[src/hdl/sas_pkg.sv]
// Package for the sensor alarm supervisor: widths, register indexes, types.
// No dependencies.
`timescale 1ns / 1ps

package sas_pkg;

    localparam int COUNT_BITS = 16;
    localparam logic [COUNT_BITS-1:0] CNT_MAX = {COUNT_BITS{1'b1}};

    localparam int IN_TDATA_W  = 48;
    localparam int OUT_TDATA_W = 8;
    localparam int CFG_IDX_W   = 3;
    localparam int CFG_DATA_W  = 16;

    localparam logic [CFG_IDX_W-1:0] REG_BATTERY_LOW  = 3'd0;
    localparam logic [CFG_IDX_W-1:0] REG_METHANE      = 3'd1;
    localparam logic [CFG_IDX_W-1:0] REG_TILT         = 3'd2;
    localparam logic [CFG_IDX_W-1:0] REG_WATER_LOW    = 3'd3;
    localparam logic [CFG_IDX_W-1:0] REG_HALL_HOLD    = 3'd4;
    localparam logic [CFG_IDX_W-1:0] REG_RECOVER_DLY  = 3'd5;

    localparam logic [1:0] WARN_NONE    = 2'd0;
    localparam logic [1:0] WARN_RAISED  = 2'd1;
    localparam logic [1:0] WARN_CLEARED = 2'd2;

    typedef struct packed {
        logic [6:0]            battery_low_limit;
        logic [9:0]            methane_limit;
        logic [10:0]           tilt_limit;
        logic [12:0]           water_low_limit;
        logic [COUNT_BITS-1:0] hall_hold_ticks;
        logic [COUNT_BITS-1:0] recover_delay_ticks;
    } sas_cfg_t;

    typedef struct packed {
        logic [COUNT_BITS-1:0] hall_count;
        logic                  hall_latched;
        logic                  alarm_flag;
        logic                  report_armed;
        logic                  recover_pending;
        logic [COUNT_BITS-1:0] recover_count;
        logic                  local_buzz_enable;
    } sas_state_t;

    typedef struct packed {
        logic        silence_cmd;
        logic [11:0] water_sample;
        logic [10:0] tilt_tenths;
        logic [9:0]  methane_tenths;
        logic [6:0]  battery_pct;
        logic        hall_level;
    } sas_item_t;

    typedef struct packed {
        logic [1:0] warn_change;
        logic       report_alarm;
        logic       report_now;
        logic       buzzer_on;
        logic       hall_confirmed;
        logic       alarm_active;
    } sas_result_t;

endpackage

[src/hdl/sas_step.sv]
// One-tick decision logic: debounce, alarm, reports, buzzer and change code.
// Depends on sas_pkg.
`timescale 1ns / 1ps

module sas_step
(
    input  sas_pkg::sas_cfg_t    cfg,
    input  sas_pkg::sas_state_t  state,
    input  sas_pkg::sas_item_t   item,
    output sas_pkg::sas_state_t  state_next,
    output sas_pkg::sas_result_t result
);
    import sas_pkg::*;

    logic [COUNT_BITS-1:0] hall_cnt;
    logic                  hall_conf;
    logic                  alarm;
    logic                  onset;
    logic                  pend1;
    logic [COUNT_BITS-1:0] rc1;
    logic                  delay_met;
    logic                  recovery;

    always_comb
    begin
        if (item.hall_level)
        begin
            hall_cnt  = (state.hall_count < CNT_MAX) ? state.hall_count + COUNT_BITS'(1)
                                                     : state.hall_count;
            hall_conf = state.hall_latched || (hall_cnt >= cfg.hall_hold_ticks);
        end
        else
        begin
            hall_cnt  = '0;
            hall_conf = 1'b0;
        end

        alarm = (item.battery_pct <= cfg.battery_low_limit)
             || (item.methane_tenths >= cfg.methane_limit)
             || (item.tilt_tenths >= cfg.tilt_limit)
             || ({1'b0, item.water_sample} < cfg.water_low_limit)
             || hall_conf;

        onset = alarm && state.report_armed;
        pend1 = state.recover_pending || onset;
        rc1   = (pend1 && state.recover_count < CNT_MAX) ? state.recover_count + COUNT_BITS'(1)
                                                         : state.recover_count;
        delay_met = pend1 && (rc1 >= cfg.recover_delay_ticks);
        recovery  = delay_met && !alarm;

        state_next.hall_count      = hall_cnt;
        state_next.hall_latched    = hall_conf;
        state_next.alarm_flag      = alarm;
        state_next.report_armed    = !alarm;
        state_next.recover_pending = pend1 && !recovery;
        if (!pend1 || recovery)
            state_next.recover_count = '0;
        else if (delay_met)
            state_next.recover_count = cfg.recover_delay_ticks;
        else
            state_next.recover_count = rc1;

        if (item.silence_cmd)
            state_next.local_buzz_enable = 1'b0;
        else if (!alarm)
            state_next.local_buzz_enable = 1'b1;
        else
            state_next.local_buzz_enable = state.local_buzz_enable;

        result.alarm_active   = alarm;
        result.hall_confirmed = hall_conf;
        result.buzzer_on      = !item.silence_cmd && alarm && state.local_buzz_enable;
        result.report_now     = onset || recovery;
        result.report_alarm   = onset;
        if (alarm == state.alarm_flag)
            result.warn_change = WARN_NONE;
        else if (alarm)
            result.warn_change = WARN_RAISED;
        else
            result.warn_change = WARN_CLEARED;
    end

endmodule

[src/hdl/sensor_alarm_supervisor_core.sv]
// Sensor alarm supervisor top level: config registers, input and result stages.
// Depends on sas_pkg and sas_step.
//
//  channel  | signals                               | transaction
//  ---------+---------------------------------------+-----------------------
//  s_ (in)  | s_tvalid s_tready s_tdata[47:0]       | one 10 ms tick
//  m_ (out) | m_tvalid m_tready m_tdata[7:0]        | one result per tick
//  cfg      | cfg_valid cfg_ready cfg_index cfg_data| one register write
//
// Each tick passes the input register, then the result register; one tick per cycle sustained while m_tready is high.
// The decision logic sits between the input register and the result register.
// Both stages advance together; a stalled result holds the input stage full.
// rst_n is asynchronous: state and limits return to their reset values.
// cfg_ready is always high; write only while no transaction is in flight.
`timescale 1ns / 1ps

module sensor_alarm_supervisor_core
(
    input  logic                                 clk,
    input  logic                                 rst_n,
    input  logic                                 s_tvalid,
    output logic                                 s_tready,
    // [0] hall_level, [7:1] battery_pct, [17:8] methane_tenths,
    // [28:18] tilt_tenths, [40:29] water_sample, [41] silence_cmd, [47:42] unused
    input  logic [sas_pkg::IN_TDATA_W-1:0]       s_tdata,
    output logic                                 m_tvalid,
    input  logic                                 m_tready,
    // [0] alarm_active, [1] hall_confirmed, [2] buzzer_on, [3] report_now,
    // [4] report_alarm, [6:5] warn_change, [7] zero
    output logic [sas_pkg::OUT_TDATA_W-1:0]      m_tdata,
    input  logic                                 cfg_valid,
    output logic                                 cfg_ready,
    input  logic [sas_pkg::CFG_IDX_W-1:0]        cfg_index,
    input  logic [sas_pkg::CFG_DATA_W-1:0]       cfg_data
);
    import sas_pkg::*;

    sas_cfg_t    cfg_reg;
    sas_state_t  state_reg;
    sas_state_t  state_next;
    sas_item_t   item_reg;
    logic        item_valid_reg;
    sas_result_t result_next;
    sas_result_t result_reg;
    logic        result_valid_reg;
    logic        advance;

    assign advance   = item_valid_reg && (!result_valid_reg || m_tready);
    assign s_tready  = !item_valid_reg || advance;
    assign cfg_ready = 1'b1;
    assign m_tvalid  = result_valid_reg;
    assign m_tdata   = {1'b0, result_reg};

    sas_step u_step
    (
        .cfg        (cfg_reg),
        .state      (state_reg),
        .item       (item_reg),
        .state_next (state_next),
        .result     (result_next)
    );

    always_ff @(posedge clk or negedge rst_n)
    begin
        if (!rst_n)
        begin
            cfg_reg.battery_low_limit   <= 7'd5;
            cfg_reg.methane_limit       <= 10'd800;
            cfg_reg.tilt_limit          <= 11'd300;
            cfg_reg.water_low_limit     <= 13'd410;
            cfg_reg.hall_hold_ticks     <= COUNT_BITS'(500);
            cfg_reg.recover_delay_ticks <= COUNT_BITS'(500);
        end
        else if (cfg_valid && cfg_ready)
        begin
            unique case (cfg_index)
                REG_BATTERY_LOW: cfg_reg.battery_low_limit   <= cfg_data[6:0];
                REG_METHANE:     cfg_reg.methane_limit       <= cfg_data[9:0];
                REG_TILT:        cfg_reg.tilt_limit          <= cfg_data[10:0];
                REG_WATER_LOW:   cfg_reg.water_low_limit     <= cfg_data[12:0];
                REG_HALL_HOLD:   cfg_reg.hall_hold_ticks     <= cfg_data[COUNT_BITS-1:0];
                REG_RECOVER_DLY: cfg_reg.recover_delay_ticks <= cfg_data[COUNT_BITS-1:0];
                default:         ;
            endcase
        end
    end

    always_ff @(posedge clk or negedge rst_n)
    begin
        if (!rst_n)
        begin
            state_reg.hall_count        <= '0;
            state_reg.hall_latched      <= 1'b0;
            state_reg.alarm_flag        <= 1'b0;
            state_reg.report_armed      <= 1'b1;
            state_reg.recover_pending   <= 1'b0;
            state_reg.recover_count     <= '0;
            state_reg.local_buzz_enable <= 1'b1;
            item_valid_reg              <= 1'b0;
            result_valid_reg            <= 1'b0;
        end
        else
        begin
            if (advance)
                state_reg <= state_next;
            if (s_tvalid && s_tready)
                item_valid_reg <= 1'b1;
            else if (advance)
                item_valid_reg <= 1'b0;
            if (advance)
                result_valid_reg <= 1'b1;
            else if (m_tready)
                result_valid_reg <= 1'b0;
        end
    end

    always_ff @(posedge clk)
    begin
        if (s_tvalid && s_tready)
            item_reg <= s_tdata[$bits(sas_item_t)-1:0];
        if (advance)
            result_reg <= result_next;
    end

endmodule

[config.mk]
export PLATFORM = sky130hd
export DESIGN_NAME = sensor_alarm_supervisor_core
export DESIGN_NICKNAME = d
export VERILOG_FILES = /design/src/hdl/sas_pkg.sv /design/src/hdl/sas_step.sv /design/src/hdl/sensor_alarm_supervisor_core.sv
export SDC_FILE = /design/constraint.sdc
export NUM_CORES = 1
export LEC_CHECK = 0
export BUFFER_PORTS_ARGS = -buffer_cell sky130_fd_sc_hd__buf_2
export CAP_MARGIN = 20
export CORE_MARGIN = 3
export CORE_UTILIZATION = 40
export CTS_CLUSTER_SIZE = 8
export DETAILED_ROUTE_END_ITERATION = 10
export GPL_TIMING_DRIVEN = 1
export SYNTH_ARGS = -nofsm -noshare
export SYNTH_HDL_FRONTEND = slang
export SYNTH_SLANG_ARGS = --single-unit
export TNS_END_PERCENT = 1
[constraint.sdc]
create_clock -name clk -period 10.2 [get_ports clk]
set_input_delay 1.02 -clock clk [delete_from_list [all_inputs] [get_ports clk]]
set_output_delay 1.02 -clock clk [all_outputs]
set_load 0.01 [all_outputs]
==> key figures, run 1 <==
Global routing
  • Met3 GRT Util: 4.42%
  • Top Usage Layer GRT: met2
  • GRT Util Overall: 17.0%
  • Met2 capacity usage during global routing: 26.4%
  • Initial antenna violation count: 0
  • First-pass GRT wire length: between 30000 and 40000 um
  • Global route total overflow: 0
  • GR Layer Usage met1: 23.8%
  • Largest net degree at the start of global routing: 70
  • Vias in the first global route: 6146

Drt
  • WL per Instance: 16.5 um
  • Via Count: 6344
  • Vias per cell: 5.30
  • DR pass1 iterations: 5
  • Initial drt markers: 304
  • DR DRC count: 0
  • Final WL: 19800 um
  • Antenna-violating nets left: 0

STA
  • Final hold vios: 0
  • Worst slew pin tran: 1.00 ns
  • TNS Setup: 0 ns
  • Clk_skew: 0.00770 ns
  • Fmax: approximately 0.14 GHz
  • Unrepaired setup endpoints after global routing: no
  • Final Critical Period: 7.31 ns
  • Setup violators final: 0
  • Fin. max-slew vios: 0
  • Slew HR: between 30% and 40%
  • Final worst-path cycle share: 71.7%

Synthesis
  • Ys Warns: 0
  • Syn Std Cell Area: between 8000 and 9000 um^2
  • Cells after Synth: 833
  • Top-count cell post-synth: nand2_1
  • Area leader, netlist: dfrtp_1
  • Fraction of registers with async set/reset: 69.6%
  • Unique masters post-synth: between 70 and 80
  • Mapped Avg Cell Area: approximately 11 um^2
  • Mapped Nets: 978
  • Synth top area share: 23.9%
  • Sequential element share of the synthesized area: 48.9%
  • EDFF count, synth: 49
  • Synth top area cells: dfrtp_1, edfxtp_1, ha_1, dfstp_2, mux2_2
  • Top cells by count, synth: nand2_1, dfrtp_1, inv_1
  • Ys flop type: dfrtp_1
  • Register bit total from synthesis: 161

Final layout
  • Max reg flops: 73
  • Final net count: 1053
  • Fill cells: 2008
  • Layout cell share with drive strength beyond 1: 22.4%
  • Antenna Cells: 0
  • Synthesis-to-layout area growth: 14.7%

Worst setup path
  • Critical-path top delay cell: nor4_1
  • Worst Setup Path Type: register to register
  • Crit end category: register
  • Critical Path RT: 10.49 ns
  • R2r worst-path depth: 26
  • Startpoint Class: register
  • Worst Path Arrival: 7.61 ns
  • Worst r2r src: state_reg[24]$_DFFE_PN0P_
  • Worst Setup EP: state_reg[17]$_DFFE_PN0P_
  • Worst R2R End: state_reg[17]$_DFFE_PN0P_
  • Crit. Startpoint: state_reg[24]$_DFFE_PN0P_
  • R2r setup slk: 2.89 ns
  • Crit path max fanout: 29
  • Crit path largest cell delay: 0.80 ns
  • CP most frequent cell: o21ai_1

Clock tree
  • CTS tree: built
  • Clock root cell: clkbuf_16
  • Htree depth: 4
  • Reg clk slew, reported paths: around 0.07 ns
  • Post-CTS Resized: 0
  • Worst skew pair latency: ~0.43 ns
  • CTS buffer count: 17
  • Sink Count: 161
  • CTS Hold Bufs: 0
  • Clk buf depth: 2
  • Post-CTS setup buffer count: 0

Floorplanning
  • Die H: about 150 um
  • Die width: 154 um
  • Core Box Area: 21400 um^2
  • DIE AREA: 23800 um^2
  • Initial Util: between 40 and 50%
  • Core Rows: 53
  • # IOs: 83

Worst hold path
  • WHS Path Cells: 1
  • Hold Crit Class: register to register

Placed design
  • RD Place Congestion: 0.824
  • Post-DP HPWL: 14000 um
  • IO buf count: 74

Power and ir drop
  • Cell Pwr Density: between 150 and 200 nW/um^2
  • Leakage: 4.46 nW
  • VDD IR max: between 0.0001 and 0.00015 V
  • Total chip power: 1.83 mW

Job
  • Number of max-cap violations: 0

Outcome
  • Status: completed
## through the flow
| stage | std cells | hold slack [ns] | instance area, um^2 | util (%) | setup slack [ns] |
|---|---|---|---|---|---|
| after floorplan | 833 | 0.386 | 8810 | - | 4.31 |
| after global placement | 1162 | 0.395 | 9490 | 44.4 | 2.70 |
| after detailed placement | 1162 | 0.398 | 9490 | 44.4 | 2.59 |
| after CTS | 1194 | 0.409 | 10100 | 47.2 | 2.58 |
| after global routing | 1196 | 0.438 | 10100 | 47.3 | 2.25 |
| final | 1196 | 0.407 | 10100 | 47.3 | 2.89 |
## worst min path at each step
stage | slack (ns) | from | end
finish | 0.41 | item_reg[41]$_DFFE_PP_ | state_reg[0]$_DFFE_PN1P_
global route | 0.44 | item_reg[41]$_DFFE_PP_ | state_reg[0]$_DFFE_PN1P_
CTS | 0.41 | item_reg[41]$_DFFE_PP_ | state_reg[0]$_DFFE_PN1P_
detailed placement | 0.40 | item_reg[41]$_DFFE_PP_ | state_reg[0]$_DFFE_PN1P_
global placement | 0.40 | item_reg[41]$_DFFE_PP_ | state_reg[0]$_DFFE_PN1P_
floorplan | 0.39 | item_reg[41]$_DFFE_PP_ | state_reg[0]$_DFFE_PN1P_
## power breakdown
group	internal [mW]	switching [mW]	leakage [nW]
clock network	0.380	0.274	0.296
registers	0.772	0.0541	1.83
logic	0.142	0.205	2.33
## cell families after synthesis
family                   after synthesis  share of synthesized area (%)
AND/OR/NAND/NOR                      234                           14.0
flip-flops                           161                           48.9
AO/OA/AOI/OAI                        188                           14.4
multiplexers                          42                           5.28
adder cells (fa/ha/maj)               73                           10.4
other                                  2                         0.0852
buffers and inverters                114                           5.14
XOR/XNOR                              19                           1.89
## layout by cell type, fill, tap and decap left out, types with 28 or more instances in the layout
cell       n
edfxtp_1  49
dfrtp_1   84
a21oi_1   38
buf_2     73
inv_1     84
dfstp_2   28
nand3_1   29
o21ai_0   64
ha_1      73
nand2_1   89
mux2_2    36
## cell type report
cell class                      instances  area (um^2)  area share [%]
Tap cell                              275          344            3.40
Clock buffer                           20          457            4.52
Inverter                               85          319            3.16
Sequential cell                       161         4310            42.6
Timing Repair Buffer                   85          459            4.54
Clock inverter                         12          144            1.42
Multi-Input combinational cell        558         4080            40.3
## routing by layer
metal,vias up,wire length [um]
met4,0,182
met5,-,0
met2,149,9040
met3,16,1010
met1,3038,9560
li1,3141,-
## worst max-delay path, delay by kind of cell (launching register included)
family	cells	cell delay, ns
AND/OR/NAND/NOR	6	1.80
flip-flops	1	0.43
multiplexers	1	0.40
XOR/XNOR	1	0.16
AO/OA/AOI/OAI	13	2.98
buffers and inverters	3	0.85
adder cells (fa/ha/maj)	2	0.55
Note: power is estimated with default switching activity, not from simulation.
==> run 2: changes to the inputs <==
Clock period 10.2 ns to 7.25 ns, I/O delays scaled along.
==> run 2 against run 1 <==
Cell count increased by 0.42%. Design area is 0.20% higher. Combinational power rose by 42%. Register-to-register slack got worse by 2.4 ns. Count of clock-buffer cells in the layout shrank 1. Via count shrank 0.52%. Sequential share of layout area down 0.084 points. Largest power group unchanged.
==> key figures, run 2 (synthesized netlist as in run 1, its figures left out) <==
Worst setup path
  • Worst Setup Path Type: register to register
  • Worst Path Arrival: 7.12 ns (-0.49 ns)
  • Crit path largest cell delay: 0.64 ns (-0.16 ns)
  • Critical Path RT: 7.61 ns (-2.88 ns)
  • Crit path buf inv count: 1 (-2)
  • Startpoint Class: register
  • Critical-path top delay cell: nor4_2
  • Crit path max-delay family: compound AO/OA/AOI/OAI gates
  • Crit end category: register
  • Crit path cell chain: and3_1, nand4_1, or4_1, or2_2, nand2_1, xnor2_1, ha_1, a211o_1, a31oi_1, o311a_1, o311ai_4, nor4_2, mux2i_1, or2_2, ha_1, a2111oi_0, o21ai_0, a31oi_1, o211a_1, o21ai_1, buf_4, a21oi_1, o21a_1, a32o_1
  • Crit path max fanout: 9 (-69%)

Global routing
  • GR Layer Usage met1: 24.0% (+0.24 points)
  • Largest net degree at the start of global routing: 73 (+4.3%)
  • GRT Util Overall: 16.8% (-0.21 points)
  • First-pass GRT wire length: 32000 um (-0.35%)
  • Initial antenna violation count: 0 (unchanged)
  • Vias in the first global route: 6174 (+0.46%)
  • Met2 capacity usage during global routing: 25.9% (-0.54 points)
  • Met3 GRT Util: 4.20% (-0.22 points)
  • Global route total overflow: 0 (unchanged)
  • Top Usage Layer GRT: met2

Floorplanning
  • # IOs: 83 (unchanged)
  • Core Rows: 53 (unchanged)
  • Die H: 154 um (unchanged)
  • Die width: 154 um (unchanged)
  • Core Box Area: 21400 um^2 (unchanged)
  • Initial Util: 41.3% (unchanged)
  • DIE AREA: 23800 um^2 (unchanged)

Worst hold path
  • Hold Crit Class: primary input to asynchronous set/reset pin

STA
  • Final worst-path cycle share: 93.3% (+22 points)
  • TNS Setup: 0 ns (unchanged)
  • Clk_skew: 0.0105 ns (+0.00277 ns)
  • Final Critical Period: 6.76 ns (-0.550 ns)
  • Final hold vios: 0 (unchanged)
  • Worst slew pin tran: 1.01 ns (+0.00672 ns)
  • Setup violators final: 0 (unchanged)
  • Fmax: 0.148 GHz (+8.1%)
  • Slew HR: 32.2% (-0.45 points)
  • Unrepaired setup endpoints after global routing: no
  • Fin. max-slew vios: 0 (unchanged)

Outcome
  • Status: completed

Placed design
  • Placed Cells: 1168 (+0.52%)
  • IO buf count: 74 (unchanged)
  • Post-DP HPWL: 13900 um (-0.74%)
  • Post-DP Area: 9530 um^2 (+0.47%)
  • RD Place Congestion: 0.808 (-2.0%)

Final layout
  • Synthesis-to-layout area growth: 14.9%
  • Most common cell after layout, fill and taps aside: nand2_1
  • Highest-count cells in the layout ignoring fill and taps: nand2_1, inv_1, dfrtp_1
  • Layout cell share with drive strength beyond 1: 22.7% (+0.31 points)
  • Finished Layout Cells: 1201 (+0.42%)
  • Max reg flops: 73 (unchanged)
  • Antenna Cells: 0 (unchanged)
  • Util after Layout: 47.4% (+0.094 points)
  • Final net count: 1058 (+0.47%)
  • Design area: 10100 um^2 (+0.20%)

Clock tree
  • Post-CTS setup buffer count: 0 (unchanged)
  • CTS tree: built
  • Htree depth: 4 (unchanged)
  • Worst skew pair latency: 0.43 ns (about the same)
  • Reg clk slew, reported paths: 0.07 ns (about the same)
  • Clock root cell: clkbuf_16
  • Sink Count: 161 (unchanged)
  • CTS buffer count: 17 (unchanged)
  • Post-CTS Resized: 0 (unchanged)
  • CTS Hold Bufs: 0 (unchanged)
  • Clk buf depth: 2 (unchanged)

Power and ir drop
  • Total chip power: 2.55 mW (+39%)
  • Cell Pwr Density: 251 nW/um^2 (+39%)
  • Leakage: 4.47 nW (+0.12%)
  • VDD IR max: 0.000155 V (+21%)

Drt
  • WL per Instance: 16.2 um (-2.2%)
  • Final WL: 19400 um (-1.8%)
  • Antenna-violating nets left: 0 (unchanged)
  • DR DRC count: 0 (unchanged)
  • DR pass1 iterations: 5 (unchanged)
  • Initial drt markers: 314 (+3.3%)
  • Via Count: 6311 (-0.52%)
  • Vias per cell: 5.25 (-0.93%)

Job
  • Number of max-cap violations: 0 (unchanged)
[run 2: report_power, final]
group	internal [mW]	switching, mW	leakage (nW)	total (mW)
combinational	0.204	0.288	2.36	0.492
sequential	1.09	0.0752	1.83	1.16
clock	0.487	0.406	0.273	0.893
[run 2: area by class of cell]
type	instances	area [um^2]
Fill cell	2026	11200
Sequential cell	161	4310
Multi-Input combinational cell	558	4080
Timing Repair Buffer	90	500
Clock buffer	19	433
Tap cell	275	344
Inverter	85	319
Clock inverter	13	146
[run 2: stage by stage]
step                hold slack [ns]  worst slack, ns
global placement              0.395            0.628
detailed placement            0.407            0.531
global route                  0.322           0.0629
finish                        0.278            0.485
CTS                           0.298            0.492
floorplan                     0.386             1.36
[run 2: worst paths after layout]
| check | start | to | slack, ns | cells after the start |
|---|---|---|---|---|
| max | state_reg[24]$_DFFE_PN0P_ | state_reg[10]$_DFFE_PN0P_ | 0.49 | 24 |
| min | rst_n | cfg_reg[12]$_DFFE_PN0P_ | 0.28 | 1 |
| max reg2reg | state_reg[24]$_DFFE_PN0P_ | state_reg[10]$_DFFE_PN0P_ | 0.49 | 24 |
| min reg2reg | item_reg[41]$_DFFE_PP_ | state_reg[0]$_DFFE_PN1P_ | 0.41 | 1 |
| max in group asynchronous | rst_n | cfg_reg[19]$_DFFE_PN0P_ | 5.67 | 2 |
| min in group clk | item_reg[41]$_DFFE_PP_ | state_reg[0]$_DFFE_PN1P_ | 0.41 | 1 |
[run 2: worst reg2reg max path, stage by stage, from the launching register on]
cell and delay, ns:
dfrtp_1 0.43, and3_1 0.26, nand4_1 0.21, or4_1 0.59, or2_2 0.35, nand2_1 0.09, xnor2_1 0.15, ha_1 0.29
a211o_1 0.30, a31oi_1 0.15, o311a_1 0.25, o311ai_4 0.15, nor4_2 0.64, mux2i_1 0.20, or2_2 0.35, ha_1 0.19
a2111oi_0 0.44, o21ai_0 0.16, a31oi_1 0.26, o211a_1 0.20, o21ai_1 0.09, buf_4 0.18, a21oi_1 0.19, o21a_1 0.35
a32o_1 0.23
[run 2: routing by layer]
layer	part of all wire, %	wire [um]
met1	50	9700
met2	45	8750
met3	4.4	848
met4	0.74	144
met5	0	0
==> run 3: changes to the inputs <==
Settings changed: REMOVE_ABC_BUFFERS set to 1.
==> run 3 against run 2 <==
Clock skew decreased by 0.0016 ns. Critical path depth increased by 1. Global-route usage rose by 0.57 points. Register-to-register slack gained 0.22 ns. First-iteration DRC count up 38%. Count of clock-buffer cells in the layout did not move. Core utilization is 0.24 points higher. Hold slack gained 0.0057 ns. Sequential cell count did not move. Clock power increased by 6.3%. Largest power group unchanged.
==> key figures, run 3 (synthesized netlist as in run 1, its figures left out) <==
Job
  • Number of max-cap violations: 0 (unchanged)

Clock tree
  • Htree depth: 4 (unchanged)
  • Clock root cell: clkbuf_16
  • Post-CTS Resized: 0 (unchanged)
  • CTS tree: built
  • Reg clk slew, reported paths: 0.07 ns (about the same)
  • Sink Count: 161 (unchanged)
  • Clk buf depth: 2 (unchanged)
  • Worst skew pair latency: 0.43 ns (about the same)
  • Post-CTS setup buffer count: 0 (unchanged)
  • CTS Hold Bufs: 0 (unchanged)
  • CTS buffer count: 17 (unchanged)

Placed design
  • Placed Cells: 1170 (+0.17%)
  • Post-DP HPWL: 14100 um (+1.8%)
  • Place WS: 0.757 ns (+0.226 ns)
  • Post-DP Area: 9550 um^2 (+0.20%)
  • IO buf count: 74 (unchanged)
  • RD Place Congestion: 0.842 (+4.2%)

Final layout
  • Design area: 10200 um^2 (+0.51%)
  • Max reg flops: 73 (unchanged)
  • Synthesis-to-layout area growth: 15.5%
  • Final net count: 1059 (+0.095%)
  • Most common cell after layout, fill and taps aside: nand2_1
  • Fill cells: 2016 (-0.49%)
  • Highest-count cells in the layout ignoring fill and taps: nand2_1, inv_1, dfrtp_1
  • Antenna Cells: 0 (unchanged)
  • Layout cell share with drive strength beyond 1: 23.1% (+0.41 points)
  • Util after Layout: 47.7% (+0.24 points)
  • Finished Layout Cells: 1202 (+0.083%)

Floorplanning
  • Core Rows: 53 (unchanged)
  • # IOs: 83 (unchanged)
  • Core Box Area: 21400 um^2 (unchanged)
  • Die H: 154 um (unchanged)
  • DIE AREA: 23800 um^2 (unchanged)
  • Initial Util: 41.3% (unchanged)
  • Die width: 154 um (unchanged)

Power and ir drop
  • Internal power consumption: 1.84 mW (+3.7%)
  • Switch share: 29.4% (-0.87 points)
  • Clock power share: 36.4% (+1.3 points)
  • Gate power share: 19.0% (-0.3 points)
  • Leakage: 4.50 nW (+0.85%)
  • VDD IR max: 0.000158 V (+2.0%)
  • Part of the power in registers: 44.6% (-1.0 points)
  • Sw Pwr: 0.766 mW (-0.51%)
  • Cell Pwr Density: 256 nW/um^2 (+1.9%)

Global routing
  • GRT Util Overall: 17.3% (+0.57 points)
  • Initial antenna violation count: 0 (unchanged)
  • Vias in the first global route: 6341 (+2.7%)
  • Global route total overflow: 0 (unchanged)
  • First-pass GRT wire length: 33000 um (+3.0%)
  • Largest net degree at the start of global routing: 73 (unchanged)

STA
  • Final Critical Period: 6.54 ns (-0.224 ns)
  • TNS Setup: 0 ns (unchanged)
  • Worst slew pin tran: 1.04 ns (+0.0250 ns)
  • Fin. max-slew vios: 0 (unchanged)
  • Slew HR: 30.9% (-1.2 points)
  • Fmax: 0.153 GHz (+3.4%)
  • Unrepaired setup endpoints after global routing: no
  • Setup violators final: 0 (unchanged)
  • Final WS setup: 0.709 ns (+0.224 ns)
  • Clk_skew: 0.00883 ns (-0.00164 ns)
  • Final worst-path cycle share: 90.2% (-3.1 points)
  • Final hold vios: 0 (unchanged)

Drt
  • DR DRC count: 0 (unchanged)
  • Final WL: 19800 um (+2.0%)
  • DR pass1 iterations: 6 (+1)
  • Via Count: 6348 (+0.59%)
  • Vias per cell: 5.28 (+0.50%)
  • WL per Instance: 16.5 um (+2.0%)
  • Antenna-violating nets left: 0 (unchanged)
  • Initial drt markers: 434 (+38%)

Worst setup path
  • Critical Path RT: 7.56 ns (-0.05 ns)
  • Crit path max fanout: 21 (+12)
  • Worst Setup Path Type: register to register
  • Worst Path Arrival: 6.85 ns (-0.27 ns)
  • Crit end category: register
  • Startpoint Class: register

Outcome
  • Status: completed

Worst hold path
  • Hold Crit Class: primary input to asynchronous set/reset pin
run 3: changes by cell type in the layout (fill, tap and decap cells not counted), sizes merged:
cell / change
clkinvlp: -2
bufinv: +1
buf: +1
clkinv: +1
run 3: layout make-up:
class | count | area (um^2) | share of cell area [%]
inverters | 85 | 319 | 3.13
flip-flops and latches | 161 | 4310 | 42.3
clock inverters | 13 | 163 | 1.60
repair buffers | 91 | 500 | 4.92
well taps | 275 | 344 | 3.38
multi-input cells | 558 | 4080 | 40.1
clock buffers | 19 | 464 | 4.56
run 3: critical path: stages, from the launching register on:
cell and delay [ns]:
dfrtp_1 0.44, and3_1 0.30, nand4_1 0.23, or4_1 0.59, or2_2 0.35, nand2_1 0.09
xnor2_1 0.17, ha_1 0.30, a211o_1 0.29, a31oi_1 0.14, o311a_1 0.25, o311ai_4 0.15
o41ai_4 0.36, inv_2 0.06, o21ai_1 0.26, mux2_2 0.39, ha_1 0.27, o211ai_1 0.07
o21ai_0 0.17, a31oi_1 0.14, o211a_1 0.27, o21ai_2 0.17, buf_4 0.27, a21oi_1 0.12
o21a_1 0.29, a32o_1 0.28
run 3: layer usage:
layer  vias up  part of all wire (%)  global-route usage, %
li1       3159                     -                      -
met1      3006                    49                   24.8
met2       156                    44                   26.5
met3        27                   5.1                   4.00
met4         0                   2.0                   4.84
met5         -                     0                      0
run 3: path summary, 6_finish.rpt:
| check | startpoint | cells past startpoint | slack, ns | end |
|---|---|---|---|---|
| max | state_reg[24]$_DFFE_PN0P_ | 25 | 0.71 | state_reg[14]$_DFFE_PN0P_ |
| min | rst_n | 1 | 0.28 | state_reg[3]$_DFFE_PN0P_ |
| min in group clk | item_reg[41]$_DFFE_PP_ | 1 | 0.43 | state_reg[0]$_DFFE_PN1P_ |
| max reg2reg | state_reg[24]$_DFFE_PN0P_ | 25 | 0.71 | state_reg[14]$_DFFE_PN0P_ |
| min reg2reg | item_reg[41]$_DFFE_PP_ | 1 | 0.43 | state_reg[0]$_DFFE_PN1P_ |
| max in group asynchronous | rst_n | 2 | 5.60 | cfg_reg[54]$_DFFE_PN0P_ |
run 3: through the flow:
stage               total power [mW]  hold WS (ns)
floorplan                       1.49         0.386
detailed placement              1.68         0.433
global route                    2.76         0.312
global placement                1.66         0.409
finish                          2.61         0.283
CTS                             2.64         0.294
run 3: power by group through the flow:
| stage | combinational (mW) | sequential (mW) | clock (mW) |
|---|---|---|---|
| 3_3_place_gp | 0.486 | 1.18 | 0 |
| 5_1_grt | 0.576 | 1.18 | 1.01 |
| 3_5_place_dp | 0.499 | 1.18 | 0 |
| 6_report | 0.497 | 1.16 | 0.949 |
| 2_1_floorplan | 0.333 | 1.16 | 0 |
| 4_1_cts | 0.503 | 1.16 | 0.969 |
